### src/rtl/core/clalu_pkg.sv
// ----------------------------------------------------------------------------
// clalu_pkg
// Shared types and constants of the constant lattice ALU pipeline.
// ----------------------------------------------------------------------------
`default_nettype none

package clalu_pkg;

   localparam int ValueBits = 32;
   localparam int DivStages = ValueBits / 2;

   // Lattice kinds.
   localparam logic [1:0] KIND_BOT = 2'd0;
   localparam logic [1:0] KIND_CON = 2'd1;
   localparam logic [1:0] KIND_TOP = 2'd2;

   // Commands.
   localparam logic [4:0] CMD_NOT  = 5'd0;
   localparam logic [4:0] CMD_OR   = 5'd1;
   localparam logic [4:0] CMD_AND  = 5'd2;
   localparam logic [4:0] CMD_EQ   = 5'd3;
   localparam logic [4:0] CMD_NE   = 5'd4;
   localparam logic [4:0] CMD_LT   = 5'd5;
   localparam logic [4:0] CMD_LE   = 5'd6;
   localparam logic [4:0] CMD_GE   = 5'd7;
   localparam logic [4:0] CMD_GT   = 5'd8;
   localparam logic [4:0] CMD_BOR  = 5'd9;
   localparam logic [4:0] CMD_BXOR = 5'd10;
   localparam logic [4:0] CMD_BAND = 5'd11;
   localparam logic [4:0] CMD_BNOT = 5'd12;
   localparam logic [4:0] CMD_NEG  = 5'd13;
   localparam logic [4:0] CMD_ADD  = 5'd14;
   localparam logic [4:0] CMD_SUB  = 5'd15;
   localparam logic [4:0] CMD_MUL  = 5'd16;
   localparam logic [4:0] CMD_DIV  = 5'd17;
   localparam logic [4:0] CMD_MOD  = 5'd18;

   // What the later stages still have to do with an item.
   typedef enum logic [1:0] {
      SEL_DONE,
      SEL_MUL,
      SEL_DIV,
      SEL_MOD
   } sel_type;

   // Payload that travels down the pipeline with each item.
   typedef struct packed {
      logic [1:0]           kind;
      logic [ValueBits-1:0] value;
      logic                 fault;
      sel_type              sel;
      logic [ValueBits-1:0] na;    // multiplicand, or dividend then quotient
      logic [ValueBits-1:0] nb;    // multiplier, or divisor magnitude
      logic [ValueBits-1:0] rem;   // partial remainder
      logic                 negq;
      logic                 negr;
   } stage_type;

endpackage

`default_nettype wire

### src/rtl/core/clalu_mul.sv
// ----------------------------------------------------------------------------
// clalu_mul
// Multiplier stage: forms the low word of the product of two constants.
// ----------------------------------------------------------------------------
`default_nettype none

module clalu_mul (
   input  wire logic                 clock,
   input  wire logic                 reset,
   input  wire logic                 en,
   input  wire logic                 in_valid,
   input  wire clalu_pkg::stage_type in_stage,
   output logic                      out_valid,
   output clalu_pkg::stage_type      out_stage
);

   logic                 valid_ff;
   clalu_pkg::stage_type stage_ff, stage_in;

   // Product replaces the value for multiply items; the rest passes on.
   always_comb begin
      stage_in = in_stage;
      if (in_stage.sel == clalu_pkg::SEL_MUL) begin
         stage_in.value = in_stage.na * in_stage.nb;
         stage_in.sel   = clalu_pkg::SEL_DONE;
      end
   end

   always_ff @(posedge clock) begin
      if (reset) begin
         valid_ff <= 1'b0;
      end else if (en) begin
         valid_ff <= in_valid;
      end
      if (en) begin
         stage_ff <= stage_in;
      end
   end

   assign out_valid = valid_ff;
   assign out_stage = stage_ff;

endmodule

`default_nettype wire

### config.mk
export PLATFORM = sky130hd
export DESIGN_NAME = clalu_mul
export DESIGN_NICKNAME = d
export VERILOG_FILES = /design/src/rtl/core/clalu_pkg.sv /design/src/rtl/core/clalu_mul.sv
export SDC_FILE = /design/constraint.sdc
export NUM_CORES = 1
export LEC_CHECK = 0
export ABC_AREA = 1
export BUFFER_PORTS_ARGS = -buffer_cell sky130_fd_sc_hd__buf_2
export CAP_MARGIN = 10
export CORE_ASPECT_RATIO = 0.6
export CORE_MARGIN = 2
export CORE_UTILIZATION = 66
export DETAILED_ROUTE_END_ITERATION = 8
export PLACE_DENSITY = 0.89
export SYNTH_ARGS = -nofsm -noshare
export SYNTH_HDL_FRONTEND = slang
export SYNTH_SLANG_ARGS = --single-unit
### constraint.sdc
create_clock -name clock -period 19.35 [get_ports clock]
set_input_delay 1.935 -clock clock [delete_from_list [all_inputs] [get_ports clock]]
set_output_delay 1.935 -clock clock [all_outputs]
set_load 0.005 [all_outputs]
==> key figures <==
Synth
  • Mean Syn Cell Area: 8.43 um2
  • Seq cells post-synth: 136
  • Syn. warnings: 0
  • Post-synth top flop: edfxtp_1
  • Syn nets: 3195
  • Yosys cell types: 41
  • Top cells by area in the synthesized netlist: fa_1 (38%), edfxtp_1 (19%), inv_1 (14%), nand2_1 (13%), ha_1 (7.2%)
  • Post-synthesis sequential area ratio: 0.191
  • Post-synth top area cell: fa_1
  • Synth Instances: 2525
  • Yosys top cell area share: 0.384
  • Async SR Flop Fraction: 0
  • Post-synth EDFFs: 135
  • Synthesized area: 21300 um2

Timing
  • Final setup violation count: 0
  • Crit path time final: 8750 ps
  • Fin Clk Skew: 0 ps
  • Max-slew violation count: 0
  • TNS Setup: 0 ps
  • Period utilisation layout: 0.452
  • Relative slew slack: 0.305
  • RSZ-0062 raised after global routing: false
  • Worst slew pin tran: 1030 ps
  • Final setup margin: 10600 ps
  • Fmax: 114 MHz
  • Final hold vios: 0

Worst setup path
  • WS Path Type: in2reg
  • CP dominant cell by count: fa_1
  • Largest stage delay on the critical path: 890 ps
  • Crit. End Element: flop
  • CP Cell Sequence: buf_2 > nand2_1 > fa_1 > inv_1 > fa_1 > fa_1 > inv_1 > fa_1 > inv_1 > fa_1 > inv_1 > fa_1 > inv_1 > fa_1 > fa_1 > ha_1 > nand2_1 > nor4_1 > nand4_1 > nand2_1 > nand2_1 > nand3_1 > nand2_1
  • CP Launch Type: input port
  • Data arrival, critical path: roughly 9000 ps
  • WP data required: 19580 ps
  • Crit-path max FO: 26
  • Worst path slowest cell: nor4_1

Clock network
  • H-tree depth: 4
  • CTS tree: yes
  • Longest Clk Path Bufs: 2
  • Clock Sinks: 136
  • Clk_lat worst skew: 460 ps
  • Clock-pin slew on the worst setup and hold paths: 70 ps
  • Hold buffer count at CTS: 0
  • Clk root buf: clkbuf_16
  • Post_cts resized: 0
  • # Post-CTS Setup Buffers: 0
  • Cts bufs inserted: 17

Detailed routing
  • First-pass DRT Iterations: 6
  • Final WL: 59900 um
  • First DRT Iteration DRCs: 2051
  • Detail Route Antenna Nets: 0
  • DR WL/cell: 19.1 um
  • Routed vias/inst: roughly 5.5
  • Vias: 17300
  • Remaining DRCs: 0

Layout
  • Core Util, Final: 0.743
  • Nets: 3381
  • Final Cell Area: 23400 um2
  • Share of layout cells above drive strength 1: 0.121
  • Area grow syn2layout: 9.81%

GRT
  • Gr ovfl total: 0
  • Vias in the first global route: 18500
  • Initial antenna violation count: 1
  • Largest net degree at the start of global routing: 70
  • Total GRT Usage: 0.375
  • First-pass GRT wire length: around 96000 um

Die
  • Die H: 143 um
  • Die area: around 34000 um2
  • Starting Density: 0.677
  • Row Count: 50
  • Die Width: 236 um
  • Core box area: about 31000 um2
  • I/O Pins: 275

Placement
  • Pre-CTS WS: approximately 10000 ps
  • Final Wtd Congestion: 0.979
  • Area after DPL: 22700 um2
  • I/O Buffers: 274
  • Hpwl dp: 47200 um

Hold path
  • Worst min-delay path category: reg2reg

Job
  • # Max-Cap Violations: 0

Status
  • Status: complete, no violations
-- critical path: cells and delay by family --
kind                       cells  cell delay (ps)
buffers and inverters          6              960
and+or+nand+nor                8             1800
adders and majority gates      9             4240
-- cells in the final DEF (no fill, tap or decap), drive strengths merged, types with 11 or more instances in the layout --
cell type / n
ha: 123
buf: 278
nand2: 742
nand3: 65
edfxtp: 135
xnor2: 11
inv: 779
a21oi: 34
fa: 408
nor2: 29
o21ai: 28
clkbuf: 17
-- metrics by stage --
stage               hold WS (ps)  instances
floorplan                    485       2525
global placement             479       3108
detailed placement           527       3108
CTS                          542       3140
global route                 600       3141
finish                       547       3141
-- cell type report --
class	count	area [um2]
Clock inverter	15	200
Fill cell	2138	8090
Clock buffer	17	425
Tap cell	416	520
Inverter	771	2890
Antenna cell	1	2.50
Timing Repair Buffer	278	1410
Multi-Input combinational cell	1507	13900
Sequential cell	136	4070
-- Yosys cell counts (all sizes together), types with 2 or more instances --
library cell,instances
inv,771
o21a,2
ha,123
or2,9
edfxtp,135
nor3,8
o21bai,3
nand2,742
a21oi,34
nor2,29
nand3,65
nand4,7
fa,408
nor4,3
xnor2,11
nand3b,8
a31oi,4
buf,32
clkbuf,79
xor2,9
o21ai,28
o31ai,3
a21o,6
-- worst paths after layout --
path	startpoint	to	slack, ps	cells after the start
max	in_stage[42]	out_stage[131]	10600	23
min	out_valid	out_valid	550	2
max reg2reg	out_valid	out_valid	18730	2
min reg2reg	out_valid	out_valid	550	2
-- per-layer routing --
| metal | track usage | wire [um] | part of all wire |
|---|---|---|---|
| met5 | 0 | 0 | 0 |
| met4 | 0.141 | 2150 | 0.036 |
| met3 | 0.130 | 8890 | 0.15 |
| met2 | 0.568 | 26500 | 0.44 |
| met1 | 0.505 | 22300 | 0.37 |
-- cells by family (layout without fill, tap and decap cells) --
kind of cell / after synthesis / after routing / synth area share
buffers and inverters: 882 / 1081 / 0.158
xor gates and xnor gates: 20 / 20 / 0.00858
and+or+nand+nor: 871 / 871 / 0.162
adders and majority gates: 531 / 531 / 0.456
other: 0 / 1 / 0
AOI/OAI and AO/OA: 84 / 84 / 0.0232
DFF: 136 / 136 / 0.191
muxes: 1 / 1 / 0.000470
-- sequential cells by signal, summed over array words and instances (netlist names) --
register / cells
out_valid: 1
out_stage: 135
Power is left out: the tool's default activity adds up to more than one toggle a clock period on the data nets, which glitch-free logic cannot reach.
