### config.mk
export PLATFORM = sky130hd
export DESIGN_NAME = clalu_div_stage
export DESIGN_NICKNAME = d
export VERILOG_FILES = /design/src/rtl/core/clalu_pkg.sv /design/src/rtl/core/clalu_div_stage.sv
export SDC_FILE = /design/constraint.sdc
export NUM_CORES = 1
export LEC_CHECK = 0
export BUFFER_PORTS_ARGS = -buffer_cell sky130_fd_sc_hd__buf_4
export CAP_MARGIN = 20
export CELL_PAD_IN_SITES_DETAIL_PLACEMENT = 1
export CELL_PAD_IN_SITES_GLOBAL_PLACEMENT = 1
export CORE_MARGIN = 2
export CORE_UTILIZATION = 35
export CTS_CLUSTER_DIAMETER = 150
export CTS_CLUSTER_SIZE = 12
export DETAILED_ROUTE_END_ITERATION = 16
export GPL_TIMING_DRIVEN = 0
export HOLD_SLACK_MARGIN = 0.08
export PLACE_DENSITY_LB_ADDON = 0.3
export SYNTH_ARGS = -nofsm -noshare
export SYNTH_HDL_FRONTEND = slang
export SYNTH_SLANG_ARGS = --single-unit
### constraint.sdc
create_clock -name clock -period 11.5 [get_ports clock]
set_input_delay 0.575 -clock clock [delete_from_list [all_inputs] [get_ports clock]]
set_output_delay 0.575 -clock clock [all_outputs]
set_load 0.1 [all_outputs]
### src/rtl/core/clalu_pkg.sv
// ----------------------------------------------------------------------------
// clalu_pkg
// Shared types and constants of the constant lattice ALU pipeline.
// ----------------------------------------------------------------------------
`default_nettype none

package clalu_pkg;

   localparam int ValueBits = 32;
   localparam int DivStages = ValueBits / 2;

   // Lattice kinds.
   localparam logic [1:0] KIND_BOT = 2'd0;
   localparam logic [1:0] KIND_CON = 2'd1;
   localparam logic [1:0] KIND_TOP = 2'd2;

   // Commands.
   localparam logic [4:0] CMD_NOT  = 5'd0;
   localparam logic [4:0] CMD_OR   = 5'd1;
   localparam logic [4:0] CMD_AND  = 5'd2;
   localparam logic [4:0] CMD_EQ   = 5'd3;
   localparam logic [4:0] CMD_NE   = 5'd4;
   localparam logic [4:0] CMD_LT   = 5'd5;
   localparam logic [4:0] CMD_LE   = 5'd6;
   localparam logic [4:0] CMD_GE   = 5'd7;
   localparam logic [4:0] CMD_GT   = 5'd8;
   localparam logic [4:0] CMD_BOR  = 5'd9;
   localparam logic [4:0] CMD_BXOR = 5'd10;
   localparam logic [4:0] CMD_BAND = 5'd11;
   localparam logic [4:0] CMD_BNOT = 5'd12;
   localparam logic [4:0] CMD_NEG  = 5'd13;
   localparam logic [4:0] CMD_ADD  = 5'd14;
   localparam logic [4:0] CMD_SUB  = 5'd15;
   localparam logic [4:0] CMD_MUL  = 5'd16;
   localparam logic [4:0] CMD_DIV  = 5'd17;
   localparam logic [4:0] CMD_MOD  = 5'd18;

   // What the later stages still have to do with an item.
   typedef enum logic [1:0] {
      SEL_DONE,
      SEL_MUL,
      SEL_DIV,
      SEL_MOD
   } sel_type;

   // Payload that travels down the pipeline with each item.
   typedef struct packed {
      logic [1:0]           kind;
      logic [ValueBits-1:0] value;
      logic                 fault;
      sel_type              sel;
      logic [ValueBits-1:0] na;    // multiplicand, or dividend then quotient
      logic [ValueBits-1:0] nb;    // multiplier, or divisor magnitude
      logic [ValueBits-1:0] rem;   // partial remainder
      logic                 negq;
      logic                 negr;
   } stage_type;

endpackage

`default_nettype wire

### src/rtl/core/clalu_div_stage.sv
// ----------------------------------------------------------------------------
// clalu_div_stage
// One divider stage: two restoring steps of an unsigned division.
// ----------------------------------------------------------------------------
`default_nettype none

module clalu_div_stage (
   input  wire logic                 clock,
   input  wire logic                 reset,
   input  wire logic                 en,
   input  wire logic                 in_valid,
   input  wire clalu_pkg::stage_type in_stage,
   output logic                      out_valid,
   output clalu_pkg::stage_type      out_stage
);

   logic                 valid_ff;
   clalu_pkg::stage_type stage_ff, stage_in;
   logic [32:0]          t0, t1;
   logic [31:0]          r0;
   logic [31:0]          n0;
   logic                 q0, q1;

   // Shift in one dividend bit, subtract the divisor where it fits; twice.
   always_comb begin
      stage_in = in_stage;
      t0 = {in_stage.rem, in_stage.na[31]};
      q0 = t0 >= {1'b0, in_stage.nb};
      r0 = q0 ? 32'(t0 - {1'b0, in_stage.nb}) : t0[31:0];
      n0 = {in_stage.na[30:0], q0};
      t1 = {r0, n0[31]};
      q1 = t1 >= {1'b0, in_stage.nb};
      if ((in_stage.sel == clalu_pkg::SEL_DIV) || (in_stage.sel == clalu_pkg::SEL_MOD)) begin
         stage_in.rem = q1 ? 32'(t1 - {1'b0, in_stage.nb}) : t1[31:0];
         stage_in.na  = {n0[30:0], q1};
      end
   end

   always_ff @(posedge clock) begin
      if (reset) begin
         valid_ff <= 1'b0;
      end else if (en) begin
         valid_ff <= in_valid;
      end
      if (en) begin
         stage_ff <= stage_in;
      end
   end

   assign out_valid = valid_ff;
   assign out_stage = stage_ff;

endmodule

`default_nettype wire

==> summary.txt <==
Route
  • Metal2 WL: 15400 µm
  • Detail Route Antenna Nets: 0
  • DRT iter0 DRCs: roughly 380
  • Routed WL per cell: 20.6 µm
  • Met3 wire length: between 2000 and 2500 µm
  • DR vias: 7969
  • Top Layer Used: met5
  • DRT Pass-1 Iters: 4
  • DRT met1 WL: ~13000 µm
  • Vias per Instance: 5.28
  • Residual DRC: 0
  • Routed wire length: 31100 µm

Power and ir drop
  • Pwr Density: 183 nW/µm²
  • Static Leak: 5.19 nW
  • Maximum VDD drop: 0.0876 mV

Clock network
  • Post-CTS Setup Repair Bufs: 0
  • TritonCTS clock tree: built
  • CTS sink cnt: 136
  • Clock transition at path regs: approximately 0.07 ns
  • Worst-Skew Late Latency: 0.44 ns
  • Worst-case clock buffer depth: 2
  • Resized cells post-CTS: 0
  • Total CTS buffers: 17
  • Hold buffers post-CTS: 0
  • H-tree depth reported by CTS: 4
  • Root buffer cell: clkbuf_16

STA
  • Final TNS setup: 0 ns
  • Final Critical Period: 6.64 ns
  • Final Slew Violations: 0
  • Final setup viols: 0
  • Unrepaired setup endpoints after global routing: false
  • FMAX: 150 MHz
  • Part of the cycle the worst path needs: around 58%
  • Max-slew headroom: 51.4%
  • Worst Max-Slew Pin Slew: 0.729 ns
  • Final hold violation count: 0
  • Final Skew: 0 ns

Global route
  • Vias in the first global route: 8285
  • First-pass GRT wire length: approximately 46000 µm
  • Grt total ovfl: 0
  • Initial antenna violation count: 1
  • Pin count of the biggest net entering global routing: around 100
  • GRT Total Usage: 23.0%

Worst setup path
  • Crit path DAT: between 6 and 7 ns
  • Largest fanout on the critical path: 10
  • CP Class: input port to register
  • Setup crit end kind: register
  • Reg2Reg Depth: 2
  • Required time of the critical path: 11.68 ns
  • CP startpoint kind: input port

Hold path
  • Hold path depth: 2
  • Hold Crit Class: input port to register

Yosys
  • Post-Synthesis Cells: 873
  • FF+latch count, synth: ~140
  • Syn nets: 1078
  • Yosys cell types: just under 70
  • Ys flop type: edfxtp_1
  • Top cell type's share of synthesized area: 45.8%
  • Synth area leaders: edfxtp_1, ha_1, nand2_1
  • Cell Area, Synth: 8860 µm²
  • Ys Warns: 0
  • Mean post-synth cell area: 10.1 µm²
  • Post-synth top area cell: edfxtp_1
  • Post-synthesis sequential area ratio: 46.0%
  • Post-synth ARST share: 0%
  • Post-synth EDFFs: 135

Die
  • Starting Density: 35.4%
  • Num ports: ~280
  • Die span in x: about 160 µm
  • DIE HEIGHT: between 150 and 200 µm
  • Core Footprint: approximately 25000 µm²
  • Num rows: 58
  • Die area: 26600 µm²

Placement
  • Port bufs: approximately 270
  • Dpl hpwl: 24600 µm
  • Area after DPL: between 10000 and 15000 µm²
  • Routability cong.: 0.877

Cells and area
  • Diode count: 0
  • Fin nets: 1372
  • Area grow syn2layout: 34.5%
  • Layout cells sized above 1: 30.9%
  • Finished Cell Area: approximately 12000 µm²
  • Filler cell count: 2881

Status
  • Status: finished, final reports clean

Run
  • Max cap viols: 0
==> sequential cells by signal, summed over array words and instances, names as in the netlist <==
signal / flops
out_stage: 135
out_valid: 1
==> worst max-delay path: stages <==
cell,delay [ns]
buf_4,0.12
inv_1,0.17
ha_1,0.28
nor2b_1,0.16
o21bai_1,0.33
a31oi_4,0.17
o2111ai_4,0.28
a31oi_4,0.19
a31oi_2,0.37
clkbuf_1,0.60
o21ai_0,0.34
ha_1,0.38
nor2b_1,0.16
o21bai_1,0.27
a2111oi_2,0.19
o2111a_1,0.33
o21ai_1,0.29
a21oi_1,0.14
o31ai_1,0.39
nand4_1,0.39
buf_2,0.35
a221o_1,0.34
==> metrics by stage <==
stage               util, %  hold WS (ns)  power (mW)  cells  setup WS (ns)
finish                 47.6         0.279        2.18   1510           4.86
global route           47.6         0.273        2.28   1510           4.52
CTS                    47.6         0.272        2.19   1510           4.90
detailed placement     45.4         0.507        1.65   1478           4.51
global placement       45.2         0.485        1.64   1477           4.53
floorplan                 -         0.647        1.40    873           6.21
==> synth_stat cells (3+ instances only) <==
library cell and n:
o21bai_1 13, nor2_1 67, and4_1 3, nand3_1 20
xor2_1 23, nor4_1 3, buf_2 6, a31o_2 3
mux2i_1 5, xnor2_1 30, mux2_2 31, nor2b_1 5
o21ai_0 56, a21o_1 27, a21oi_1 55, o22ai_1 3
a31oi_1 36, ha_1 64, and2_1 3, edfxtp_1 135
nor3_1 6, clkbuf_1 20, and3_1 7, nand2b_1 7
a211oi_1 6, inv_1 56, nand2_1 113, nand4_1 9
o21a_1 8
==> cells in the final DEF (no fill, tap or decap), types with 5 or more instances in the layout <==
master / count
a21oi_1: 55
mux2_2: 31
inv_6: 7
o21bai_1: 13
nand3_1: 20
nor3_1: 6
buf_2: 6
o21a_1: 8
xor2_1: 23
nor2_1: 67
a211oi_1: 6
xnor2_1: 30
and3_1: 7
nand4_1: 9
ha_1: 64
edfxtp_1: 135
o21ai_0: 56
a21o_1: 27
nand2_1: 113
nor2b_1: 5
a31oi_1: 36
nand2b_1: 7
inv_1: 56
mux2i_1: 5
clkbuf_16: 17
clkbuf_1: 21
buf_4: 275
==> final timing paths <==
kind	startpoint	to	slack, ns
setup / recovery	in_stage[35]	out_stage[11]	4.86
hold reg to reg	out_valid	out_valid	0.52
hold / removal	reset	out_valid	0.28
setup reg to reg	out_valid	out_valid	10.90
==> layer usage <==
layer / up-vias / global-route usage [%]
met5: - / 0
li1: 3805 / -
met1: 3852 / 27.1
met3: 52 / 5.46
met2: 258 / 40.7
met4: 2 / 8.45
==> cell type report <==
| class | instances | area (µm²) | area share (%) |
|---|---|---|---|
| multi-input combinational | 651 | 4430 | 37.2 |
| sequential | 136 | 4070 | 34.2 |
| clock buffer | 18 | 429 | 3.60 |
| tap | 330 | 413 | 3.47 |
| inverter | 56 | 210 | 1.76 |
| timing repair buffer | 275 | 2090 | 17.5 |
| buffer | 30 | 143 | 1.20 |
| clock inverter | 14 | 128 | 1.07 |
==> power by group <==
group / switching (mW) / total, mW / internal, mW
combinational: 0.728 / 1.02 / 0.291
clock: 0.248 / 0.533 / 0.285
sequential: 0.0153 / 0.627 / 0.612
==> cells by family (layout without fill, tap and decap cells) <==
kind of cell	after synthesis	count (layout)	share of synthesized area, %
and+or+nand+nor	252	252	12.6
AOI/OAI and AO/OA	244	244	18.2
DFF	136	136	46.0
buffers and inverters	86	393	3.98
adders and majority gates	66	66	9.49
xor gates and xnor gates	53	53	5.24
muxes	36	36	4.51
No activity file was read; power rests on OpenSTA's default activity.
